<file path="src/rhro_pkg.sv">
// Package for the row hue rainbow overlay: widths, mix constants, stage payload types.
// Used by every module of the block; depends on nothing.
package rhro_pkg;

   // field and register widths
   localparam int MAX_ROWS     = 4096;
   localparam int ROWS_BITS    = 13;
   localparam int ROW_BITS     = 12;
   localparam int CHANNEL_BITS = 16;
   localparam int WHEEL_BITS   = 8;

   // hue quotient: 3 segment bits over a Q16 offset
   localparam int FRAC_BITS    = 16;
   localparam int QUOT_BITS    = 19;
   localparam int REM_BITS     = 12;
   localparam int MULT6_BITS   = 15;
   localparam int DIV_STAGES   = QUOT_BITS;

   // Q16 blend weights, 0.3 wheel and 0.7 source
   localparam int MIX_W_BITS   = 15;
   localparam int MIX_S_BITS   = 16;
   localparam logic [MIX_W_BITS-1:0] WHEEL_MIX  = 15'd19661;
   localparam logic [MIX_S_BITS-1:0] SOURCE_MIX = 16'd45875;
   localparam int PROD_W_BITS  = WHEEL_BITS + MIX_W_BITS;
   localparam int PROD_S_BITS  = CHANNEL_BITS + MIX_S_BITS;

   localparam logic [WHEEL_BITS-1:0] WHEEL_FULL = 8'd255;
   localparam logic [WHEEL_BITS-1:0] WHEEL_NONE = 8'd0;

   // colour wheel segments
   typedef enum logic [2:0] {
      SEG_GREEN_UP  = 3'd0,
      SEG_RED_DOWN  = 3'd1,
      SEG_BLUE_UP   = 3'd2,
      SEG_GREEN_DN  = 3'd3,
      SEG_RED_UP    = 3'd4,
      SEG_BLUE_DN   = 3'd5
   } seg_type;

   // source pixel carried down the pipe
   typedef struct packed {
      logic [CHANNEL_BITS-1:0] red;
      logic [CHANNEL_BITS-1:0] green;
      logic [CHANNEL_BITS-1:0] blue;
   } pix_type;

   // divider slot: partial remainder, dividend tail shifting into quotient
   typedef struct packed {
      logic [REM_BITS-1:0]  rem;
      logic [QUOT_BITS-1:0] qt;
      pix_type              pix;
   } div_slot_type;

   // wheel colour and source pixel
   typedef struct packed {
      logic [WHEEL_BITS-1:0] wr;
      logic [WHEEL_BITS-1:0] wg;
      logic [WHEEL_BITS-1:0] wb;
      pix_type               pix;
   } wheel_slot_type;

endpackage

</file>
<file path="src/rhro_prep.sv">
// Input stage: clamps the row to the row count and forms the divider's start slot.
// Depends on rhro_pkg.
module rhro_prep (
   input  logic                               clock,
   input  logic                               reset,
   input  logic                               advance,
   input  logic [rhro_pkg::ROWS_BITS-1:0]     rows,
   input  logic                               in_valid,
   input  logic [rhro_pkg::ROW_BITS-1:0]      row_index,
   input  rhro_pkg::pix_type                  pix,
   output logic                               out_valid,
   output rhro_pkg::div_slot_type             out_slot
);

   logic                               valid_ff;
   rhro_pkg::div_slot_type             slot_ff;
   rhro_pkg::div_slot_type             slot_in;
   logic [rhro_pkg::ROWS_BITS-1:0]     rows_m1;
   logic [rhro_pkg::ROW_BITS-1:0]      row_eff;
   logic [rhro_pkg::MULT6_BITS-1:0]    row_x6;

   // clamp row below the count, times six by shift and add
   always_comb begin
      rows_m1 = rows - 13'd1;
      if ({1'b0, row_index} >= rows) begin
         row_eff = rows_m1[rhro_pkg::ROW_BITS-1:0];
      end else begin
         row_eff = row_index;
      end
      row_x6 = {1'b0, row_eff, 2'b00} + {2'b00, row_eff, 1'b0};
      // dividend is row_x6 << 16; top bits form the first remainder
      slot_in.rem = row_x6[rhro_pkg::MULT6_BITS-1:3];
      slot_in.qt  = {row_x6[2:0], {rhro_pkg::FRAC_BITS{1'b0}}};
      slot_in.pix = pix;
   end

   always_ff @(posedge clock) begin
      if (reset) begin
         valid_ff <= 1'b0;
      end else if (advance) begin
         valid_ff <= in_valid;
      end
   end

   always_ff @(posedge clock) begin
      if (advance) begin
         slot_ff <= slot_in;
      end
   end

   assign out_valid = valid_ff;
   assign out_slot  = slot_ff;

endmodule

</file>
<file path="src/rhro_div_stage.sv">
// One restoring division step: brings down one dividend bit, yields one quotient bit.
// Depends on rhro_pkg.
module rhro_div_stage (
   input  logic                            clock,
   input  logic                            reset,
   input  logic                            advance,
   input  logic [rhro_pkg::ROWS_BITS-1:0]  rows,
   input  logic                            in_valid,
   input  rhro_pkg::div_slot_type          in_slot,
   output logic                            out_valid,
   output rhro_pkg::div_slot_type          out_slot
);

   logic                            valid_ff;
   rhro_pkg::div_slot_type          slot_ff;
   rhro_pkg::div_slot_type          slot_in;
   logic [rhro_pkg::ROWS_BITS-1:0]  trial;
   logic [rhro_pkg::ROWS_BITS-1:0]  diff;
   logic                            fits;

   // compare and subtract; remainder stays below the row count
   always_comb begin
      trial = {in_slot.rem, in_slot.qt[rhro_pkg::QUOT_BITS-1]};
      diff  = trial - rows;
      fits  = (trial >= rows);
      slot_in.rem = fits ? diff[rhro_pkg::REM_BITS-1:0] : trial[rhro_pkg::REM_BITS-1:0];
      slot_in.qt  = {in_slot.qt[rhro_pkg::QUOT_BITS-2:0], fits};
      slot_in.pix = in_slot.pix;
   end

   always_ff @(posedge clock) begin
      if (reset) begin
         valid_ff <= 1'b0;
      end else if (advance) begin
         valid_ff <= in_valid;
      end
   end

   always_ff @(posedge clock) begin
      if (advance) begin
         slot_ff <= slot_in;
      end
   end

   assign out_valid = valid_ff;
   assign out_slot  = slot_ff;

endmodule

</file>
<file path="src/rhro_wheel.sv">
// Colour wheel stage: segment select and 8-bit ramp from the Q16 hue.
// Depends on rhro_pkg.
module rhro_wheel (
   input  logic                               clock,
   input  logic                               reset,
   input  logic                               advance,
   input  logic                               in_valid,
   input  rhro_pkg::div_slot_type             in_slot,
   output logic                               out_valid,
   output rhro_pkg::wheel_slot_type           out_slot
);

   logic                              valid_ff;
   rhro_pkg::wheel_slot_type          slot_ff;
   rhro_pkg::wheel_slot_type          slot_in;
   rhro_pkg::seg_type                 seg;
   logic [rhro_pkg::FRAC_BITS-1:0]    off;
   logic [rhro_pkg::FRAC_BITS:0]      rest;
   logic [24:0]                       up_prod;
   logic [24:0]                       down_prod;
   logic [rhro_pkg::WHEEL_BITS-1:0]   up;
   logic [rhro_pkg::WHEEL_BITS-1:0]   down;

   // ramps: x*255 as (x<<8)-x, keep bits above the Q16 point
   always_comb begin
      seg       = rhro_pkg::seg_type'(in_slot.qt[rhro_pkg::QUOT_BITS-1:rhro_pkg::FRAC_BITS]);
      off       = in_slot.qt[rhro_pkg::FRAC_BITS-1:0];
      rest      = 17'h10000 - {1'b0, off};
      up_prod   = {1'b0, off, 8'd0} - {9'd0, off};
      down_prod = {rest, 8'd0} - {8'd0, rest};
      up        = up_prod[23:16];
      down      = down_prod[23:16];
   end

   // segment select
   always_comb begin
      slot_in.pix = in_slot.pix;
      case (seg)
         rhro_pkg::SEG_GREEN_UP: begin
            slot_in.wr = rhro_pkg::WHEEL_FULL;
            slot_in.wg = up;
            slot_in.wb = rhro_pkg::WHEEL_NONE;
         end
         rhro_pkg::SEG_RED_DOWN: begin
            slot_in.wr = down;
            slot_in.wg = rhro_pkg::WHEEL_FULL;
            slot_in.wb = rhro_pkg::WHEEL_NONE;
         end
         rhro_pkg::SEG_BLUE_UP: begin
            slot_in.wr = rhro_pkg::WHEEL_NONE;
            slot_in.wg = rhro_pkg::WHEEL_FULL;
            slot_in.wb = up;
         end
         rhro_pkg::SEG_GREEN_DN: begin
            slot_in.wr = rhro_pkg::WHEEL_NONE;
            slot_in.wg = down;
            slot_in.wb = rhro_pkg::WHEEL_FULL;
         end
         rhro_pkg::SEG_RED_UP: begin
            slot_in.wr = up;
            slot_in.wg = rhro_pkg::WHEEL_NONE;
            slot_in.wb = rhro_pkg::WHEEL_FULL;
         end
         rhro_pkg::SEG_BLUE_DN: begin
            slot_in.wr = rhro_pkg::WHEEL_FULL;
            slot_in.wg = rhro_pkg::WHEEL_NONE;
            slot_in.wb = down;
         end
         default: begin
            slot_in.wr = rhro_pkg::WHEEL_NONE;
            slot_in.wg = rhro_pkg::WHEEL_NONE;
            slot_in.wb = rhro_pkg::WHEEL_NONE;
         end
      endcase
   end

   always_ff @(posedge clock) begin
      if (reset) begin
         valid_ff <= 1'b0;
      end else if (advance) begin
         valid_ff <= in_valid;
      end
   end

   always_ff @(posedge clock) begin
      if (advance) begin
         slot_ff <= slot_in;
      end
   end

   assign out_valid = valid_ff;
   assign out_slot  = slot_ff;

endmodule

</file>
<file path="src/rhro_blend.sv">
// Blend stages: registered products, then Q16 sum and truncation to the output register.
// Depends on rhro_pkg.
module rhro_blend (
   input  logic                                clock,
   input  logic                                reset,
   input  logic                                advance,
   input  logic                                in_valid,
   input  rhro_pkg::wheel_slot_type            in_slot,
   output logic                                out_valid,
   output rhro_pkg::pix_type                   out_pix
);

   logic                                  mul_valid_ff;
   logic [rhro_pkg::PROD_W_BITS-1:0]      wr_prod_ff, wg_prod_ff, wb_prod_ff;
   logic [rhro_pkg::PROD_S_BITS-1:0]      sr_prod_ff, sg_prod_ff, sb_prod_ff;
   logic [rhro_pkg::PROD_W_BITS-1:0]      wr_prod_in, wg_prod_in, wb_prod_in;
   logic [rhro_pkg::PROD_S_BITS-1:0]      sr_prod_in, sg_prod_in, sb_prod_in;
   logic                                  out_valid_ff;
   rhro_pkg::pix_type                     pix_ff;
   rhro_pkg::pix_type                     pix_in;
   logic [rhro_pkg::PROD_S_BITS-1:0]      sum_r, sum_g, sum_b;

   // weight products
   always_comb begin
      wr_prod_in = in_slot.wr * rhro_pkg::WHEEL_MIX;
      wg_prod_in = in_slot.wg * rhro_pkg::WHEEL_MIX;
      wb_prod_in = in_slot.wb * rhro_pkg::WHEEL_MIX;
      sr_prod_in = in_slot.pix.red   * rhro_pkg::SOURCE_MIX;
      sg_prod_in = in_slot.pix.green * rhro_pkg::SOURCE_MIX;
      sb_prod_in = in_slot.pix.blue  * rhro_pkg::SOURCE_MIX;
   end

   // sum stays below 2^32, so no carry out
   always_comb begin
      sum_r = sr_prod_ff + {{(rhro_pkg::PROD_S_BITS-rhro_pkg::PROD_W_BITS){1'b0}}, wr_prod_ff};
      sum_g = sg_prod_ff + {{(rhro_pkg::PROD_S_BITS-rhro_pkg::PROD_W_BITS){1'b0}}, wg_prod_ff};
      sum_b = sb_prod_ff + {{(rhro_pkg::PROD_S_BITS-rhro_pkg::PROD_W_BITS){1'b0}}, wb_prod_ff};
      pix_in.red   = sum_r[rhro_pkg::PROD_S_BITS-1:rhro_pkg::FRAC_BITS];
      pix_in.green = sum_g[rhro_pkg::PROD_S_BITS-1:rhro_pkg::FRAC_BITS];
      pix_in.blue  = sum_b[rhro_pkg::PROD_S_BITS-1:rhro_pkg::FRAC_BITS];
   end

   always_ff @(posedge clock) begin
      if (reset) begin
         mul_valid_ff <= 1'b0;
         out_valid_ff <= 1'b0;
      end else if (advance) begin
         mul_valid_ff <= in_valid;
         out_valid_ff <= mul_valid_ff;
      end
   end

   always_ff @(posedge clock) begin
      if (advance) begin
         wr_prod_ff <= wr_prod_in;
         wg_prod_ff <= wg_prod_in;
         wb_prod_ff <= wb_prod_in;
         sr_prod_ff <= sr_prod_in;
         sg_prod_ff <= sg_prod_in;
         sb_prod_ff <= sb_prod_in;
         pix_ff     <= pix_in;
      end
   end

   assign out_valid = out_valid_ff;
   assign out_pix   = pix_ff;

endmodule

</file>
<file path="src/row_hue_rainbow_overlay.sv">
// Row hue rainbow overlay: a pipeline of an input stage, 19 restoring division stages,
// a wheel stage and two blend stages.
// Throughput one pixel per clock; the whole pipe holds while a result waits.
// Synchronous active-high reset empties the pipe and sets the row count to 1.
// Depends on rhro_pkg, rhro_prep, rhro_div_stage, rhro_wheel, rhro_blend.
module row_hue_rainbow_overlay (
   input  logic                                  clock,
   input  logic                                  reset,
   input  logic                                  csr_write_enable,
   input  logic [rhro_pkg::ROWS_BITS-1:0]        csr_write_data,
   input  logic                                  req_valid,
   output logic                                  req_ready,
   input  logic [rhro_pkg::ROW_BITS-1:0]         req_row_index,
   input  logic [rhro_pkg::CHANNEL_BITS-1:0]     req_red_in,
   input  logic [rhro_pkg::CHANNEL_BITS-1:0]     req_green_in,
   input  logic [rhro_pkg::CHANNEL_BITS-1:0]     req_blue_in,
   output logic                                  rsp_valid,
   input  logic                                  rsp_ready,
   output logic [rhro_pkg::CHANNEL_BITS-1:0]     rsp_red_out,
   output logic [rhro_pkg::CHANNEL_BITS-1:0]     rsp_green_out,
   output logic [rhro_pkg::CHANNEL_BITS-1:0]     rsp_blue_out
);

   logic [rhro_pkg::ROWS_BITS-1:0]   rows_ff;
   logic [rhro_pkg::ROWS_BITS-1:0]   rows_in;
   logic                             advance;
   rhro_pkg::pix_type                req_pix;
   logic                             div_valid [rhro_pkg::DIV_STAGES+1];
   rhro_pkg::div_slot_type           div_slot  [rhro_pkg::DIV_STAGES+1];
   logic                             wheel_valid;
   rhro_pkg::wheel_slot_type         wheel_slot;
   rhro_pkg::pix_type                rsp_pix;

   // row count register, held as the effective count 1..MAX_ROWS
   always_comb begin
      if (csr_write_data == '0) begin
         rows_in = 13'd1;
      end else if (csr_write_data > rhro_pkg::ROWS_BITS'(rhro_pkg::MAX_ROWS)) begin
         rows_in = rhro_pkg::ROWS_BITS'(rhro_pkg::MAX_ROWS);
      end else begin
         rows_in = csr_write_data;
      end
   end

   always_ff @(posedge clock) begin
      if (reset) begin
         rows_ff <= 13'd1;
      end else if (csr_write_enable) begin
         rows_ff <= rows_in;
      end
   end

   // whole pipe moves unless the output register holds an untaken result
   assign advance   = !rsp_valid || rsp_ready;
   assign req_ready = advance;

   assign req_pix.red   = req_red_in;
   assign req_pix.green = req_green_in;
   assign req_pix.blue  = req_blue_in;

   rhro_prep u_prep (
      .clock     (clock),
      .reset     (reset),
      .advance   (advance),
      .rows      (rows_ff),
      .in_valid  (req_valid),
      .row_index (req_row_index),
      .pix       (req_pix),
      .out_valid (div_valid[0]),
      .out_slot  (div_slot[0])
   );

   // one quotient bit per stage
   for (genvar i = 0; i < rhro_pkg::DIV_STAGES; i++) begin : g_div
      rhro_div_stage u_div (
         .clock     (clock),
         .reset     (reset),
         .advance   (advance),
         .rows      (rows_ff),
         .in_valid  (div_valid[i]),
         .in_slot   (div_slot[i]),
         .out_valid (div_valid[i+1]),
         .out_slot  (div_slot[i+1])
      );
   end

   rhro_wheel u_wheel (
      .clock     (clock),
      .reset     (reset),
      .advance   (advance),
      .in_valid  (div_valid[rhro_pkg::DIV_STAGES]),
      .in_slot   (div_slot[rhro_pkg::DIV_STAGES]),
      .out_valid (wheel_valid),
      .out_slot  (wheel_slot)
   );

   rhro_blend u_blend (
      .clock     (clock),
      .reset     (reset),
      .advance   (advance),
      .in_valid  (wheel_valid),
      .in_slot   (wheel_slot),
      .out_valid (rsp_valid),
      .out_pix   (rsp_pix)
   );

   assign rsp_red_out   = rsp_pix.red;
   assign rsp_green_out = rsp_pix.green;
   assign rsp_blue_out  = rsp_pix.blue;

endmodule
</file>
<file path="config.mk">
export PLATFORM = sky130hd
export DESIGN_NAME = row_hue_rainbow_overlay
export DESIGN_NICKNAME = d
export VERILOG_FILES = /design/src/rhro_pkg.sv /design/src/rhro_prep.sv /design/src/rhro_div_stage.sv /design/src/rhro_wheel.sv /design/src/rhro_blend.sv /design/src/row_hue_rainbow_overlay.sv
export SDC_FILE = /design/constraint.sdc
export NUM_CORES = 2
export LEC_CHECK = 0
export BUFFER_PORTS_ARGS = -buffer_cell sky130_fd_sc_hd__clkbuf_2
export CAP_MARGIN = 10
export CORE_AREA = 5 5 388 390
export CTS_CLUSTER_DIAMETER = 120
export CTS_CLUSTER_SIZE = 14
export DETAILED_ROUTE_END_ITERATION = 16
export DIE_AREA = 0 0 393 395
export GPL_ROUTABILITY_DRIVEN = 0
export PLACE_DENSITY = 0.82
export REMOVE_ABC_BUFFERS = 1
export SYNTH_ARGS = -nofsm -noshare
export SYNTH_HDL_FRONTEND = slang
export SYNTH_SLANG_ARGS = --single-unit
</file>
<file path="constraint.sdc">
create_clock -name clock -period 94 [get_ports clock]
set_clock_uncertainty 0.2 [all_clocks]
set_input_delay 4.7 -clock clock [delete_from_list [all_inputs] [get_ports clock]]
set_output_delay 4.7 -clock clock [all_outputs]
set_load 0.01 [all_outputs]
</file>
; ---- Word-level counts from Yosys, hierarchy flattened
; Cells that the tools add are included.
[op_classes]
muxes = 22
bitwise_logic = 0
n_reduce_logical = 4
shift = 0
add_sub_neg = 26
mul = 6
eq_ne = 5
order_cmp = 21
div_mod_pow = 0
[op_table]
columns = operator, count
row1 = 13-bit greater-or-equal comparator, 19
row2 = 12-bit two-way mux, 19
row3 = 12-bit subtractor, 18
row4 = 24-bit one-hot mux with 6 select lines, 1
row5 = 32-bit by 23-bit adder with 32-bit output, 3
row6 = "16-bit by 16-bit multiplier with 32-bit output, second input constant", 3
row7 = "8-bit by 15-bit multiplier with 23-bit output, second input constant", 3
row8 = 13-bit two-way mux, 2
row9 = 24-bit by 16-bit subtractor with 24-bit output, 1
row10 = 24-bit by 17-bit subtractor with 24-bit output, 1
row11 = "17-bit by 16-bit subtractor with 17-bit output, first input constant", 1
row12 = 14-bit by 13-bit adder with 15-bit output, 1
row13 = 12-bit by 13-bit greater-or-equal comparator with 1-bit output, 1
row14 = "13-bit > comparator, second input constant", 1
row15 = 13-bit logical NOT, 1
row16 = "12-bit by 1-bit subtractor with 12-bit output, second input constant", 1
row17 = "3-bit by 2-bit equality test with 1-bit output, second input constant", 2
row18 = "3-bit equality test, second input constant", 2
row19 = "3-bit by 1-bit equality test with 1-bit output, second input constant", 1
row20 = 3-bit logical NOT, 1
row21 = 1-bit logical NOT, 1
row22 = 1-bit logical OR, 1
[totals]
latch_bits = 0
n_memories = 0
rom_bits = 0
ff_bits = 1705
word_cells = 237
output_inout_bits = 50
input_bits = 78
ramBits = 0

; ---- Logic depth before layout (Yosys ltp)
[depth]
ltp_word = 3
depth_mapped = 26
ltp_nobuf = 25

; ---- Modules after synthesis
; A second synthesis with hierarchy kept.
[unflattened]
cells_unflattened = 6916
area_unflattened_um2 = 97727.5
[by_module_without_submodules]
columns = module, n_inst, area_per_inst_um2, cells_per_inst, seq_area_each_um2
row1 = rhro_div_stage, 19, 3199.3, 184, 2392.3
row2 = rhro_blend, 1, 29158.0, 2776, 6436.2
row3 = rhro_wheel, 1, 3971.3, 327, 2182.1
row4 = rhro_prep, 1, 3248.1, 254, 1881.8
row5 = row_hue_rainbow_overlay, 1, 563.0, 63, 260.2

; ---- Worst setup path before layout
; Ideal clock, no wire load.
[synth_path]
kind = input port to output port
startpoint = in rsp_ready
endpoint = out req_ready
t_arrival_ns = 50.008
required_ns = 89.100
cell_stages = 4
setup_slack_ns = 39.092
cell_sequence = nor2b_1 > clkbuf_1 > inv_1 > clkbuf_1
[synth_via]
elab_chain_cells = 1
[synth_lines]
columns = element, line_no
row1 = "start, declared", row_hue_rainbow_overlay.sv:18  ; input logic rsp_ready,
row2 = 1-bit logical OR, row_hue_rainbow_overlay.sv:54  ; assign advance = !rsp_valid || rsp_ready;
row3 = "end, declared", row_hue_rainbow_overlay.sv:12  ; output logic req_ready,
; Every way passes these cells.

; ---- Worst setup path in the final report
; Same ends and word-level chain as after synthesis.

==> metrics.txt <==
met3 usage in global routing 3.363%; setup violators final 0; largest net degree at the start of global routing 203; share of layout cells above drive strength 1 7.991%; Max-slew headroom 16.32%; # nets final 7799; synth warn 0; Worst path most repeated cell clkbuf_2; sequential fraction of the synthesis area 57.97%; Req. time, crit path 89.10 ns; synthesis-to-finish area growth 8.175%; busiest layer in global routing met2; Setup TNS Final 0 ns; TritonRoute pass-1 iters 5; CTS sink cnt 1702; Tcrit/Tclk final 11.42%; die width 393 um; dpl hpwl 102900 um; Synth Flop Type edfxtp_1; status complete, no violations; crit path kind in -> out; GRT Resource Usage Total 19.85%; Hold Path Class reg -> reg; Crit. path cell count 5; fin crit period 10.74 ns; number of synthesized flops with an enable pin 1666; CTS Buf Count 139; DIE AREA 155200 um2; Synth area leaders edfxtp_1 57%, ha_1 13%, fa_1 7.4%; worst slew pin tran 1.255 ns; Top Family by Delay on Critical Path buffers and inverters; vias in the first global route 49180; Yosys top cell area share 57.14%; worst-path fanout max 111; IO Count 128; GR Util met1 25.45%; via count 47120; antenna violations before repair 0; Max Cap Viol 0; diode count 0; Hold Buf Count CTS 0; Synth area leader edfxtp_1; post-CTS setup buffers 0; Slew Limit Fails 0; final WL 151000 um; Async SR Flop Fraction 0%; initial detailed-routing violation count 2913; routed vias/inst 5.602; count leader, synth edfxtp_1; R2R depth 21; Initial Utilization 59.65%; GR Util met2 34.64%; final hold violations 0; depth of the CTS H-tree 4; CP Capture Type output pin; Arr. time, crit path 5.84 ns; commonest cells in the netlist 1666 x edfxtp_1, 944 x ha_1, 784 x inv_1, 323 x fa_1, 273 x nor2_1; TritonCTS clock tree built; synthesis-stage register bit count 1702; cells along the critical path clkbuf_2 -> nor2b_1 -> buf_4 -> inv_8 -> clkbuf_2; Worst-Skew Late Latency 0.80 ns; DRC Markers 0; worst hold stages 0; clock-pin slew on the worst setup and hold paths 0.06 ns; Routed WL per cell 17.94 um; Rows 141; Core Area 146800 um2; startpoint types primary input; maximum clock path buffer count 3; Synth cell types 77; cells after synthesis 6191; Overflow after GRT 0; post_cts resized 0; Die Ht 395 um; CTS root buffer clkbuf_16; fmax 93.14 MHz; Port Buf Inserts 127; first-pass GRT wire length 248700 um; RSZ-0062 raised after global routing no; crit-path max cell delay 0.47 ns; slowest cell on the critical path inv_8; syn_area_per_cell 14.14 um2; Cell Area, Synth 87550 um2; total buffers and inverters traversed by the critical path 4; post-route ant nets 0
## through the flow
step           cells  util, %  hold slack, ns  setup WS, ns  cell area [um2]
6_report        8412    64.52          0.1720         83.26            94710
5_1_grt         8412    64.52          0.1738         83.16            94710
4_1_cts         8408    64.50          0.1691         83.23            94670
3_5_place_dp    8239    61.85          0.2045         83.24            90790
3_3_place_gp    8238    61.85          0.2002         83.23            90780
2_1_floorplan   6140        -          0.2003         51.79            87350
## sequential cells by signal, summed over array words and instances (netlist names)
name                   count
u_blend.sb_prod_ff        32
u_blend.out_pix           48
u_wheel.out_slot          72
u_blend.wb_prod_ff        23
u_blend.sg_prod_ff        32
u_blend.out_valid          1
u_blend.mul_valid_ff       1
u_prep.out_valid           1
u_blend.wg_prod_ff        23
u_wheel.out_valid          1
rows_ff                   13
u_prep.out_slot           62
g_div.u_div.out_valid     19
g_div.u_div.out_slot    1319
u_blend.wr_prod_ff        23
u_blend.sr_prod_ff        32
## cells by family (layout without fill, tap and decap cells)
| group | count (synthesis) | count (layout) | share of synthesized area [%] |
|---|---|---|---|
| DFF | 1702 | 1702 | 57.97 |
| buffers and inverters | 837 | 1128 | 3.597 |
| adders and majority gates | 1268 | 1268 | 20.89 |
| AOI/OAI and AO/OA | 882 | 882 | 6.471 |
| muxes | 162 | 162 | 2.054 |
| xor gates and xnor gates | 361 | 361 | 3.636 |
| and+or+nand+nor | 979 | 979 | 5.389 |
## layer usage
| metal | vias up | part of all wire, % |
|---|---|---|
| met1 | 22960 | 42 |
| met4 | 0 | 3.1 |
| met2 | 1027 | 51 |
| met3 | 347 | 4.3 |
| li1 | 22790 | - |
| met5 | - | 0 |
## final cells by class
| cell class | instances | area, um2 |
|---|---|---|
| Clock inverter | 16 | 356.6 |
| Inverter | 786 | 2958 |
| Tap cell | 1930 | 2415 |
| Clock buffer | 153 | 3531 |
| Fill cell | 10290 | 52070 |
| Sequential cell | 1702 | 50750 |
| Timing Repair Buffer | 173 | 1022 |
| Multi-Input combinational cell | 3652 | 33670 |
## placed cells by master, fill, tap and decap left out, types with 93 or more instances in the layout
cell type,instances
a21oi_1,223
clkbuf_16,139
edfxtp_1,1666
ha_1,944
a21o_1,101
xnor2_1,269
nor2_1,273
fa_1,323
clkbuf_2,127
nand2_1,237
nor2b_1,99
inv_1,778
nor3_1,93
o21ai_0,227
mux2_2,141
## worst paths after layout
path	start	slack [ns]	to
setup / recovery	rsp_ready	83.26	req_ready
hold reg to reg	g_div[18].u_div.out_slot[15]	0.17	u_wheel.out_slot[15]
hold / removal	g_div[18].u_div.out_slot[15]	0.17	u_wheel.out_slot[15]
setup reg to reg	u_wheel.out_slot[24]	87.18	u_blend.sg_prod_ff[30]
Power is not shown: default switching activity piles up to over one toggle a cycle in this logic, so the estimate is an artifact.
